### src/design/imaenc_pkg.sv
// Package with the step-size table, index adjust table and shared types of the IMA ADPCM encoder.
`timescale 1ns / 1ps
`default_nettype none

package imaenc_pkg;

    // Field widths fixed by the sample and code formats.
    localparam int SAMPLE_W = 16;
    localparam int CODE_W   = 4;
    localparam int INDEX_W  = 7;
    localparam int STEP_W   = 15;
    localparam int MAG_W    = 17;

    // Highest legal step table index.
    localparam logic [INDEX_W-1:0] INDEX_MAX = 7'd88;

    // Saturation limits of the predictor.
    localparam logic signed [SAMPLE_W-1:0] PRED_MAX = 16'sh7FFF;
    localparam logic signed [SAMPLE_W-1:0] PRED_MIN = 16'sh8000;

    // Code bit positions.
    localparam int CODE_SIGN = 3;
    localparam int CODE_B2   = 2;
    localparam int CODE_B1   = 1;
    localparam int CODE_B0   = 0;

    // Encoder state carried from one word to the next.
    typedef struct packed {
        logic signed [SAMPLE_W-1:0] predictor;
        logic [INDEX_W-1:0]         step_index;
    } imaenc_state_t;

    // Standard 89-entry IMA step table; indexes past the end clamp to the last entry.
    function automatic logic [STEP_W-1:0] step_lookup(input logic [INDEX_W-1:0] idx);
        logic [STEP_W-1:0] s;
        begin
            case (idx)
                7'd0:  s = 15'd7;     7'd1:  s = 15'd8;     7'd2:  s = 15'd9;
                7'd3:  s = 15'd10;    7'd4:  s = 15'd11;    7'd5:  s = 15'd12;
                7'd6:  s = 15'd13;    7'd7:  s = 15'd14;    7'd8:  s = 15'd16;
                7'd9:  s = 15'd17;    7'd10: s = 15'd19;    7'd11: s = 15'd21;
                7'd12: s = 15'd23;    7'd13: s = 15'd25;    7'd14: s = 15'd28;
                7'd15: s = 15'd31;    7'd16: s = 15'd34;    7'd17: s = 15'd37;
                7'd18: s = 15'd41;    7'd19: s = 15'd45;    7'd20: s = 15'd50;
                7'd21: s = 15'd55;    7'd22: s = 15'd60;    7'd23: s = 15'd66;
                7'd24: s = 15'd73;    7'd25: s = 15'd80;    7'd26: s = 15'd88;
                7'd27: s = 15'd97;    7'd28: s = 15'd107;   7'd29: s = 15'd118;
                7'd30: s = 15'd130;   7'd31: s = 15'd143;   7'd32: s = 15'd157;
                7'd33: s = 15'd173;   7'd34: s = 15'd190;   7'd35: s = 15'd209;
                7'd36: s = 15'd230;   7'd37: s = 15'd253;   7'd38: s = 15'd279;
                7'd39: s = 15'd307;   7'd40: s = 15'd337;   7'd41: s = 15'd371;
                7'd42: s = 15'd408;   7'd43: s = 15'd449;   7'd44: s = 15'd494;
                7'd45: s = 15'd544;   7'd46: s = 15'd598;   7'd47: s = 15'd658;
                7'd48: s = 15'd724;   7'd49: s = 15'd796;   7'd50: s = 15'd876;
                7'd51: s = 15'd963;   7'd52: s = 15'd1060;  7'd53: s = 15'd1166;
                7'd54: s = 15'd1282;  7'd55: s = 15'd1411;  7'd56: s = 15'd1552;
                7'd57: s = 15'd1707;  7'd58: s = 15'd1878;  7'd59: s = 15'd2066;
                7'd60: s = 15'd2272;  7'd61: s = 15'd2499;  7'd62: s = 15'd2749;
                7'd63: s = 15'd3024;  7'd64: s = 15'd3327;  7'd65: s = 15'd3660;
                7'd66: s = 15'd4026;  7'd67: s = 15'd4428;  7'd68: s = 15'd4871;
                7'd69: s = 15'd5358;  7'd70: s = 15'd5894;  7'd71: s = 15'd6484;
                7'd72: s = 15'd7132;  7'd73: s = 15'd7845;  7'd74: s = 15'd8630;
                7'd75: s = 15'd9493;  7'd76: s = 15'd10442; 7'd77: s = 15'd11487;
                7'd78: s = 15'd12635; 7'd79: s = 15'd13899; 7'd80: s = 15'd15289;
                7'd81: s = 15'd16818; 7'd82: s = 15'd18500; 7'd83: s = 15'd20350;
                7'd84: s = 15'd22385; 7'd85: s = 15'd24623; 7'd86: s = 15'd27086;
                7'd87: s = 15'd29794;
                default: s = 15'd32767;
            endcase
            return s;
        end
    endfunction

    // Index adjustment by the three magnitude bits of the code.
    function automatic logic signed [4:0] index_adjust(input logic [2:0] mag);
        logic signed [4:0] a;
        begin
            case (mag)
                3'd4:    a = 5'sd2;
                3'd5:    a = 5'sd4;
                3'd6:    a = 5'sd6;
                3'd7:    a = 5'sd8;
                default: a = -5'sd1;
            endcase
            return a;
        end
    endfunction

endpackage

`default_nettype wire

### src/design/ima_adpcm_encoder_unit.sv
// Top level of the IMA ADPCM encoder: input register, quantizer, state and result register.
//
// Usage: each input word on in_valid/in_ready carries one signed 16-bit PCM
// sample in pcm_sample; each output word on out_valid/out_ready carries the
// 4-bit IMA ADPCM code in code_nibble (bit 3 sign, bits 2..0 magnitude).
// Exactly one code leaves for every sample taken, in order.
// Path: a sample accepted on the input passes the input register, then the
// result register, before its code shows on the output.
// Throughput: one word per cycle while out_ready stays high. The quantizer and
// the state update sit between the input register and the result register, and
// the predictor and step index are written in the same cycle the code is
// registered, so the next sample sees the new state at once.
// Reset: rst_n clears the predictor and the step index to zero and empties
// both registers.
// Stalls: while out_ready is low the finished code waits in the result
// register; one more sample can still be taken into the input register, and
// in_ready drops only when both registers are full.
`timescale 1ns / 1ps
`default_nettype none

module ima_adpcm_encoder_unit (
    input  wire logic                                   clk,
    input  wire logic                                   rst_n,
    input  wire logic                                   in_valid,
    output logic                                        in_ready,
    input  wire logic signed [imaenc_pkg::SAMPLE_W-1:0] pcm_sample,
    output logic                                        out_valid,
    input  wire logic                                   out_ready,
    output logic [imaenc_pkg::CODE_W-1:0]               code_nibble
);
    import imaenc_pkg::*;

    logic                         in_valid_reg;
    logic signed [SAMPLE_W-1:0]   sample_reg;
    logic                         out_valid_reg;
    logic [CODE_W-1:0]            code_reg;
    logic                         advance;
    logic [CODE_W-1:0]            code;
    logic [MAG_W-1:0]             delta;
    imaenc_state_t                state;

    // A held sample moves on when the result register is empty or being drained.
    assign advance  = in_valid_reg && (!out_valid_reg || out_ready);
    assign in_ready = !in_valid_reg || advance;

    // Input register.
    always_ff @(posedge clk or negedge rst_n)
    begin
        if (!rst_n)
        begin
            in_valid_reg <= 1'b0;
        end
        else if (in_ready)
        begin
            in_valid_reg <= in_valid;
        end
    end

    always_ff @(posedge clk)
    begin
        if (in_ready && in_valid)
        begin
            sample_reg <= pcm_sample;
        end
    end

    // Quantizer on the held sample.
    imaenc_quant u_quant (
        .sample (sample_reg),
        .state  (state),
        .code   (code),
        .delta  (delta)
    );

    // Predictor and index advance with each word that moves on.
    imaenc_state u_state (
        .clk    (clk),
        .rst_n  (rst_n),
        .update (advance),
        .code   (code),
        .delta  (delta),
        .state  (state)
    );

    // Result register.
    always_ff @(posedge clk or negedge rst_n)
    begin
        if (!rst_n)
        begin
            out_valid_reg <= 1'b0;
        end
        else if (advance)
        begin
            out_valid_reg <= 1'b1;
        end
        else if (out_ready)
        begin
            out_valid_reg <= 1'b0;
        end
    end

    always_ff @(posedge clk)
    begin
        if (advance)
        begin
            code_reg <= code;
        end
    end

    assign out_valid   = out_valid_reg;
    assign code_nibble = code_reg;

    // The step index never leaves the table.
    a_index_range: assert property (@(posedge clk) disable iff (!rst_n)
        state.step_index <= INDEX_MAX)
        else $error("step index above table end");

    // A word that moves on is always shown on the output next cycle.
    a_advance_out: assert property (@(posedge clk) disable iff (!rst_n)
        advance |=> out_valid_reg)
        else $error("advanced word not presented");

    // State changes only when a word moves on.
    a_state_hold: assert property (@(posedge clk) disable iff (!rst_n)
        !advance |=> $stable(state))
        else $error("encoder state changed without a word");

    // A waiting result is never overwritten while the receiver stalls.
    a_no_overwrite: assert property (@(posedge clk) disable iff (!rst_n)
        (out_valid_reg && !out_ready) |-> !advance)
        else $error("result overwritten during stall");

endmodule

`default_nettype wire

### src/design/imaenc_quant.sv
// Quantizer: turns a sample and the current state into a code and its rebuilt delta.
`timescale 1ns / 1ps
`default_nettype none

module imaenc_quant (
    input  wire logic signed [imaenc_pkg::SAMPLE_W-1:0] sample,
    input  wire imaenc_pkg::imaenc_state_t              state,
    output logic [imaenc_pkg::CODE_W-1:0]               code,
    output logic [imaenc_pkg::MAG_W-1:0]                delta
);
    import imaenc_pkg::*;

    logic [STEP_W-1:0]        step;
    logic [MAG_W-1:0]         step_x;
    logic [MAG_W-1:0]         half_x;
    logic [MAG_W-1:0]         quarter_x;
    logic signed [MAG_W-1:0]  diff;
    logic [MAG_W-1:0]         mag0;
    logic [MAG_W-1:0]         mag1;
    logic [MAG_W-1:0]         mag2;
    logic                     neg;
    logic                     b2;
    logic                     b1;
    logic                     b0;

    // Step size of the current index, widened for the compares.
    assign step      = step_lookup(state.step_index);
    assign step_x    = {{(MAG_W-STEP_W){1'b0}}, step};
    assign half_x    = step_x >> 1;
    assign quarter_x = step_x >> 2;

    // Difference to the prediction and its magnitude.
    assign diff = {sample[SAMPLE_W-1], sample} - {state.predictor[SAMPLE_W-1], state.predictor};
    assign neg  = diff[MAG_W-1];
    assign mag0 = neg ? MAG_W'(-diff) : MAG_W'(diff);

    // Three compare steps against step, step/2 and step/4, subtracting after the first two.
    assign b2   = (mag0 >= step_x);
    assign mag1 = b2 ? (mag0 - step_x) : mag0;
    assign b1   = (mag1 >= half_x);
    assign mag2 = b1 ? (mag1 - half_x) : mag1;
    assign b0   = (mag2 >= quarter_x);

    always_comb
    begin
        code            = '0;
        code[CODE_SIGN] = neg;
        code[CODE_B2]   = b2;
        code[CODE_B1]   = b1;
        code[CODE_B0]   = b0;
    end

    // Rebuilt delta magnitude, including the step/8 term.
    assign delta = (step_x >> 3)
                 + (b2 ? step_x : '0)
                 + (b1 ? half_x : '0)
                 + (b0 ? quarter_x : '0);

endmodule

`default_nettype wire

### src/design/imaenc_state.sv
// State registers: predictor and step index with saturating and clamped updates.
`timescale 1ns / 1ps
`default_nettype none

module imaenc_state (
    input  wire logic                          clk,
    input  wire logic                          rst_n,
    input  wire logic                          update,
    input  wire logic [imaenc_pkg::CODE_W-1:0] code,
    input  wire logic [imaenc_pkg::MAG_W-1:0]  delta,
    output imaenc_pkg::imaenc_state_t          state
);
    import imaenc_pkg::*;

    imaenc_state_t             state_reg;
    imaenc_state_t             state_next;
    logic signed [MAG_W:0]     pred_sum;
    logic signed [MAG_W:0]     delta_s;
    logic signed [INDEX_W:0]   idx_sum;
    logic signed [4:0]         adj;

    // Signed delta applied to the predictor.
    assign delta_s  = code[CODE_SIGN] ? -$signed({1'b0, delta}) : $signed({1'b0, delta});
    assign pred_sum = $signed({{(MAG_W+1-SAMPLE_W){state_reg.predictor[SAMPLE_W-1]}},
                               state_reg.predictor}) + delta_s;

    // Index moves by the adjust table.
    assign adj     = index_adjust(code[2:0]);
    assign idx_sum = $signed({1'b0, state_reg.step_index})
                   + $signed({{(INDEX_W+1-5){adj[4]}}, adj});

    // Saturate the predictor and clamp the index.
    always_comb
    begin
        state_next = state_reg;
        if (pred_sum > $signed({{(MAG_W+1-SAMPLE_W){1'b0}}, PRED_MAX}))
        begin
            state_next.predictor = PRED_MAX;
        end
        else if (pred_sum < $signed({{(MAG_W+1-SAMPLE_W){1'b1}}, PRED_MIN}))
        begin
            state_next.predictor = PRED_MIN;
        end
        else
        begin
            state_next.predictor = pred_sum[SAMPLE_W-1:0];
        end

        if (idx_sum[INDEX_W])
        begin
            state_next.step_index = '0;
        end
        else if (idx_sum[INDEX_W-1:0] > INDEX_MAX)
        begin
            state_next.step_index = INDEX_MAX;
        end
        else
        begin
            state_next.step_index = idx_sum[INDEX_W-1:0];
        end
    end

    always_ff @(posedge clk or negedge rst_n)
    begin
        if (!rst_n)
        begin
            state_reg <= '0;
        end
        else if (update)
        begin
            state_reg <= state_next;
        end
    end

    assign state = state_reg;

endmodule

`default_nettype wire
### config.mk
export PLATFORM = sky130hd
export DESIGN_NAME = ima_adpcm_encoder_unit
export DESIGN_NICKNAME = d
export VERILOG_FILES = /design/src/design/imaenc_pkg.sv /design/src/design/ima_adpcm_encoder_unit.sv /design/src/design/imaenc_quant.sv /design/src/design/imaenc_state.sv
export SDC_FILE = /design/constraint.sdc
export NUM_CORES = 1
export LEC_CHECK = 0
export BUFFER_PORTS_ARGS = -buffer_cell sky130_fd_sc_hd__buf_2
export CORE_MARGIN = 3
export CORE_UTILIZATION = 45
export DETAILED_ROUTE_END_ITERATION = 16
export PLACE_DENSITY_LB_ADDON = 0.12
export RECOVER_POWER = 25
export REMOVE_ABC_BUFFERS = 1
export SETUP_SLACK_MARGIN = 0.3
export SLEW_MARGIN = 10
export SYNTH_ARGS = -nofsm -noshare
export SYNTH_HDL_FRONTEND = slang
export SYNTH_HIERARCHICAL = 1
export SYNTH_SLANG_ARGS = --single-unit
### constraint.sdc
create_clock -name clk -period 27.6 [get_ports clk]
set_clock_uncertainty 0.1 [all_clocks]
set_input_delay 4.14 -clock clk [delete_from_list [all_inputs] [get_ports clk]]
set_output_delay 4.14 -clock clk [all_outputs]
set_load 0.03 [all_outputs]
==> flow_metrics.env, run 1 <==
export IMPL_status="finished, final reports clean"
export IMPL_grt_pass1_vias=8413
export IMPL_dpl_hpwl_um=20500
export IMPL_n_antenna_cell=0
export IMPL_ant_nets=0
export IMPL_syn_avg_cell_area_um2=7.74
export IMPL_cts_max_level=2
export IMPL_clock_fmax_mhz=52.8
export IMPL_grt_pass1_wl_um=43100
export IMPL_ys_types=93
export IMPL_synth_edff_count=20
export IMPL_setup_tns_ps=0
export IMPL_hold_class="register to register"
export IMPL_synth_seq_cells=45
export IMPL_post_cts_setup_buffers=0
export IMPL_vias=8933
export IMPL_fin_hold_ws_ps=396
export IMPL_antenna_found_initial=0
export IMPL_clk_pin_slew_ps=70
export IMPL_synthFlopType="dfrtp_1"
export IMPL_fin_nets=1422
export IMPL_clk_path_buf_depth=2
export IMPL_final_max_slew_viol_count=0
export IMPL_cts_hold_buffers=0
export IMPL_first_iter_violations=501
export IMPL_yosys_warnings=6
export IMPL_worstSetupStartpointType="register"
export IMPL_routedWlPerCell_um=17.2
export IMPL_ys_seq_area_frac=0.126
export IMPL_largest_register_ff_count=23
export IMPL_cp_end_kind="register"
export IMPL_coreArea_mm2=0.0212
export IMPL_die_y_um=153
export IMPL_r2r_slack_ps=8660
export IMPL_worst_path_most_repeated_cell="o21ai_0"
export IMPL_clock_sinks=45
export IMPL_cts_resized_gates=0
export IMPL_drtPass1Iterations=5
export IMPL_worstHoldStart="in_valid_reg"
export IMPL_fin_crit_sh=0.686
export IMPL_start_util=0.460
export IMPL_ff2ff_path_depth=69
export IMPL_final_hold_viol_count=0
export IMPL_cp_max_fo=37
export IMPL_period_needed_ps=18940
export IMPL_numPortBuffers=25
export IMPL_cp_arrival_ps=19080
export IMPL_holdPathEnd="out_valid"
export IMPL_cpPeakStageDelay_ps=700
export IMPL_drcViolationCount=0
export IMPL_synth_area_mm2=0.00973
export IMPL_dieArea_mm2=0.0234
export IMPL_r2r_end="u_state/state[8]"
export IMPL_clk_latency_ps=300
export IMPL_via_per_inst=5.84
export IMPL_area_delta_synth_final_pct=5.01
export IMPL_rows=53
export IMPL_grt_usage=0.220
export IMPL_top_level_ports=26
export IMPL_wl_um=26300
export IMPL_ys_async_sr_fraction=0.556
export IMPL_fillerInstances=2066
export IMPL_slew_headroom=0.0194
export IMPL_cts_tree="done"
export IMPL_rsz0062_at_grt="false"
export IMPL_cp_slowest_cell="a211oi_4"
export IMPL_grt_max_degree=62
export IMPL_numCtsBuffers=5
export IMPL_r2r_start="u_state/state[7]"
export IMPL_worst_pin_slew_ps=1470
export IMPL_syn_inst=1257
export IMPL_final_cell_mix="inv_1 (121), nor2_1 (121), ha_1 (118)"
export IMPL_crit_type="register to register"
export IMPL_grt_remaining_overflow=0
export IMPL_gp_congestion=0.885
export IMPL_required_ps=27740
export IMPL_drive_gt1_frac=0.0797
export IMPL_whs_path_depth=1
export IMPL_root_buffer="clkbuf_16"
export IMPL_fp_dieW_um=153
export IMPL_final_util=0.483
export IMPL_setup_viol_count_final=0
export IMPL_cap_viol_max_count=0
## Yosys cell counts (7+ instances only)
cell type,number,area (um^2)
a211o_1,9,78.8
a211oi_1,18,135
a21boi_0,7,52.6
a21o_1,39,293
a21oi_1,116,581
a21oi_2,12,105
a221o_1,16,160
a31oi_1,17,106
and2_1,8,50.1
and3_1,14,87.6
buf_1,7,26.3
clkbuf_1,35,131
dfrtp_1,25,626
edfxtp_1,20,601
fa_1,30,601
ha_1,118,1480
inv_1,121,454
mux2_2,9,101
mux2_4,9,135
mux2i_1,7,70.1
nand2_1,94,353
nand2b_1,16,100
nand3_1,15,75.1
nand4_1,7,43.8
nor2_1,121,454
nor2b_1,17,106
nor3_1,15,75.1
o211ai_1,11,82.6
o21a_1,18,135
o21ai_0,79,395
o22ai_1,7,43.8
o31ai_1,7,52.6
xnor2_1,74,648
xor2_1,18,158
## kinds of logic after synthesis
kind of cell | Yosys count | synth area share
AND/OR/NAND/NOR | 339 | 0.166
adder cells (fa/ha/maj) | 148 | 0.213
flip-flops | 45 | 0.126
multiplexers | 30 | 0.0384
AO/OA/AOI/OAI | 425 | 0.299
buffers and inverters | 177 | 0.0726
XOR/XNOR | 93 | 0.0844
## routing by layer
| layer | track usage | vias up | share of wire |
|---|---|---|---|
| met1 | 0.311 | 4139 | 0.47 |
| met5 | 0 | - | 0 |
| met2 | 0.360 | 233 | 0.46 |
| met4 | 0.0687 | 0 | 0.029 |
| met3 | 0.0178 | 46 | 0.039 |
| li1 | - | 4515 | - |
## critical path, delay by kind of cell (launching register included)
kind            cells  cell delay (ps)
flops               1              430
compound gates     36             8790
mux                 1              400
simple gates       15             3760
fa+ha+maj          10             3510
buf+inv             4             1510
xor+xnor            3              360
## worst max path at each step
stage	to	slack [ps]	startpoint
global route	u_state/state[10]	6560	u_state/state[7]
CTS	u_state/state[8]	8990	u_state/state[9]
global placement	u_state/state[10]	9280	u_state/state[9]
floorplan	u_state/state[11]	11040	u_state/state[7]
detailed placement	u_state/state[14]	9040	u_state/state[9]
finish	u_state/state[8]	8660	u_state/state[7]
## metrics by stage
step                std cells  instance area (um^2)  setup slack (ps)
finish                   1530                 10200              8660
global route             1530                 10200              6560
CTS                      1530                 10200              8990
detailed placement       1522                 10100              9040
global placement         1522                 10100              9280
floorplan                1206                  9500             11040
## layout make-up
| type | instances | area, um^2 | area share |
|---|---|---|---|
| clock buffers | 5 | 125 | 0.0122 |
| clock inverters | 3 | 23.8 | 0.00233 |
| inverters | 126 | 473 | 0.0463 |
| multi-input cells | 1035 | 7790 | 0.762 |
| flip-flops and latches | 45 | 1230 | 0.120 |
| well taps | 275 | 344 | 0.0337 |
| repair buffers | 41 | 240 | 0.0235 |
Power of run 1 is not shown: default switching activity piles up to over one toggle a cycle in this logic, so the estimate is an artifact.
==> run 2, diff against run 1 <==
==> constraint.sdc (replaced) <==
create_clock -name clk -period 18 [get_ports clk]
set_clock_uncertainty 0.1 [all_clocks]
set_input_delay 2.7 -clock clk [delete_from_list [all_inputs] [get_ports clk]]
set_output_delay 2.7 -clock clk [all_outputs]
set_load 0.03 [all_outputs]
==> run 2 against run 1 <==
The run now ends with capacitance limit, slew limit left; flip-flop and latch count unchanged; critical path depth increased by 6; clock-buffer cell count increased by 1; sequential share of layout area decreased by 0.25 points.
==> flow_metrics.env, run 2 (synthesis gave the netlist of run 1 again) <==
export IMPL_status="complete, but fails checks"
export IMPL_violations="capacitance limit, slew limit"
export IMPL_grt_util_met1=0.308
export IMPL_grt_busiest_layer="met2"
export IMPL_largest_register_ff_count=23
export IMPL_vias=8990
export IMPL_numCtsBuffers=5
export IMPL_drcViolationCount=0
export IMPL_required_ps=18070
export IMPL_grt_pass1_vias=8455
export IMPL_clock_fmax_mhz=60.3
export IMPL_gp_congestion=0.906
export IMPL_drive_gt1_frac=0.0995
export IMPL_root_buffer="clkbuf_16"
export IMPL_cp_arrival_ps=16660
export IMPL_period_needed_ps=16590
export IMPL_top_level_ports=26
export IMPL_grt_remaining_overflow=0
export IMPL_crit_type="register to register"
export IMPL_ff2ff_path_depth=75
export IMPL_clk_pin_slew_ps=70
export IMPL_cp_slowest_cell="fa_1"
export IMPL_dieArea_mm2=0.0234
export IMPL_fp_dieW_um=153
export IMPL_fin_crit_sh=0.922
export IMPL_coreArea_mm2=0.0212
export IMPL_cpPeakStageDelay_ps=590
export IMPL_gr_usage_met2=0.372
export IMPL_clk_path_buf_depth=2
export IMPL_routedWlPerCell_um=17.4
export IMPL_grt_usage=0.221
export IMPL_slew_headroom=-0.0421
export IMPL_start_util=0.460
export IMPL_worst_path_most_repeated_cell="a21oi_1"
export IMPL_cp_end_kind="register"
export IMPL_setup_viol_count_final=0
export IMPL_rsz0062_at_grt="false"
export IMPL_grt_pass1_wl_um=43500
export IMPL_grt_max_degree=60
export IMPL_wl_um=26800
export IMPL_antenna_found_initial=0
export IMPL_first_iter_violations=485
export IMPL_cts_max_level=2
export IMPL_ant_nets=0
export IMPL_n_antenna_cell=0
export IMPL_setup_tns_ps=0
export IMPL_drtPass1Iterations=5
export IMPL_cts_tree="done"
export IMPL_worstSetupStartpointType="register"
export IMPL_final_max_slew_viol_count=26
export IMPL_grt_met3_usage=0.0218
export IMPL_hold_class="register to register"
export IMPL_via_per_inst=5.83
export IMPL_fin_nets=1433
export IMPL_rows=53
export IMPL_clock_sinks=45
export IMPL_whs_path_depth=1
export IMPL_final_cell_mix="inv_1 (121), nor2_1 (121), ha_1 (118)"
export IMPL_cp_max_fo=21
export IMPL_dpl_hpwl_um=20800
export IMPL_clk_latency_ps=290
export IMPL_cap_viol_max_count=1
export IMPL_cts_hold_buffers=0
export IMPL_area_delta_synth_final_pct=7.24
export IMPL_die_y_um=153
export IMPL_final_hold_viol_count=0
export IMPL_worst_pin_slew_ps=1560
export IMPL_numPortBuffers=25
## run 2: changes by cell type in the layout (fill, tap and decap cells not counted), sizes merged
cell,change
buf,+12
inv,-1
## run 2: critical path, delay by kind of cell, from the launching register on
kind | cells | cell delay, ps
AO/OA/AOI/OAI | 37 | 7280
adder cells (fa/ha/maj) | 9 | 3170
AND/OR/NAND/NOR | 16 | 3130
buffers and inverters | 6 | 950
XOR/XNOR | 5 | 800
multiplexers | 2 | 620
flip-flops | 1 | 410
## run 2: area by class of cell
class,instances,area (um^2)
Clock inverter,2,13.8
Sequential cell,45,1230
Multi-Input combinational cell,1035,7900
Clock buffer,6,150
Tap cell,275,344
Timing Repair Buffer,52,330
Inverter,126,473
Fill cell,2147,10700
## run 2: repair_timing
action	CTS	global route
gates resized for setup	0	24
setup buffers	0	2
endpoints found under the setup margin	0	16
## run 2: worst paths after layout
check	startpoint	endpoint	slack [ps]
max	u_state/state[7]	u_state/state[7]	1410
min	in_valid_reg	out_valid	410
max reg2reg	u_state/state[7]	u_state/state[7]	1410
min reg2reg	in_valid_reg	out_valid	410
max in group asynchronous	rst_n	u_state/state[3]	14090
min in group asynchronous	rst_n	u_state/state[21]	2680
## run 2: through the flow
step,hold WS [ps],instance area (um^2),setup slack (ps),cells,util
floorplan,406,9500,1440,1206,-
global placement,440,10200,1150,1531,0.480
detailed placement,445,10200,907,1531,0.480
CTS,463,10300,779,1539,0.488
global route,460,10400,310,1541,0.493
finish,411,10400,1410,1541,0.493
## run 2: layer usage
| metal | vias up | share of wire |
|---|---|---|
| met3 | 34 | 0.033 |
| met1 | 4227 | 0.48 |
| met2 | 188 | 0.47 |
| li1 | 4541 | - |
| met4 | 0 | 0.020 |
| met5 | - | 0 |
Power of run 2 is left out for the same reason.
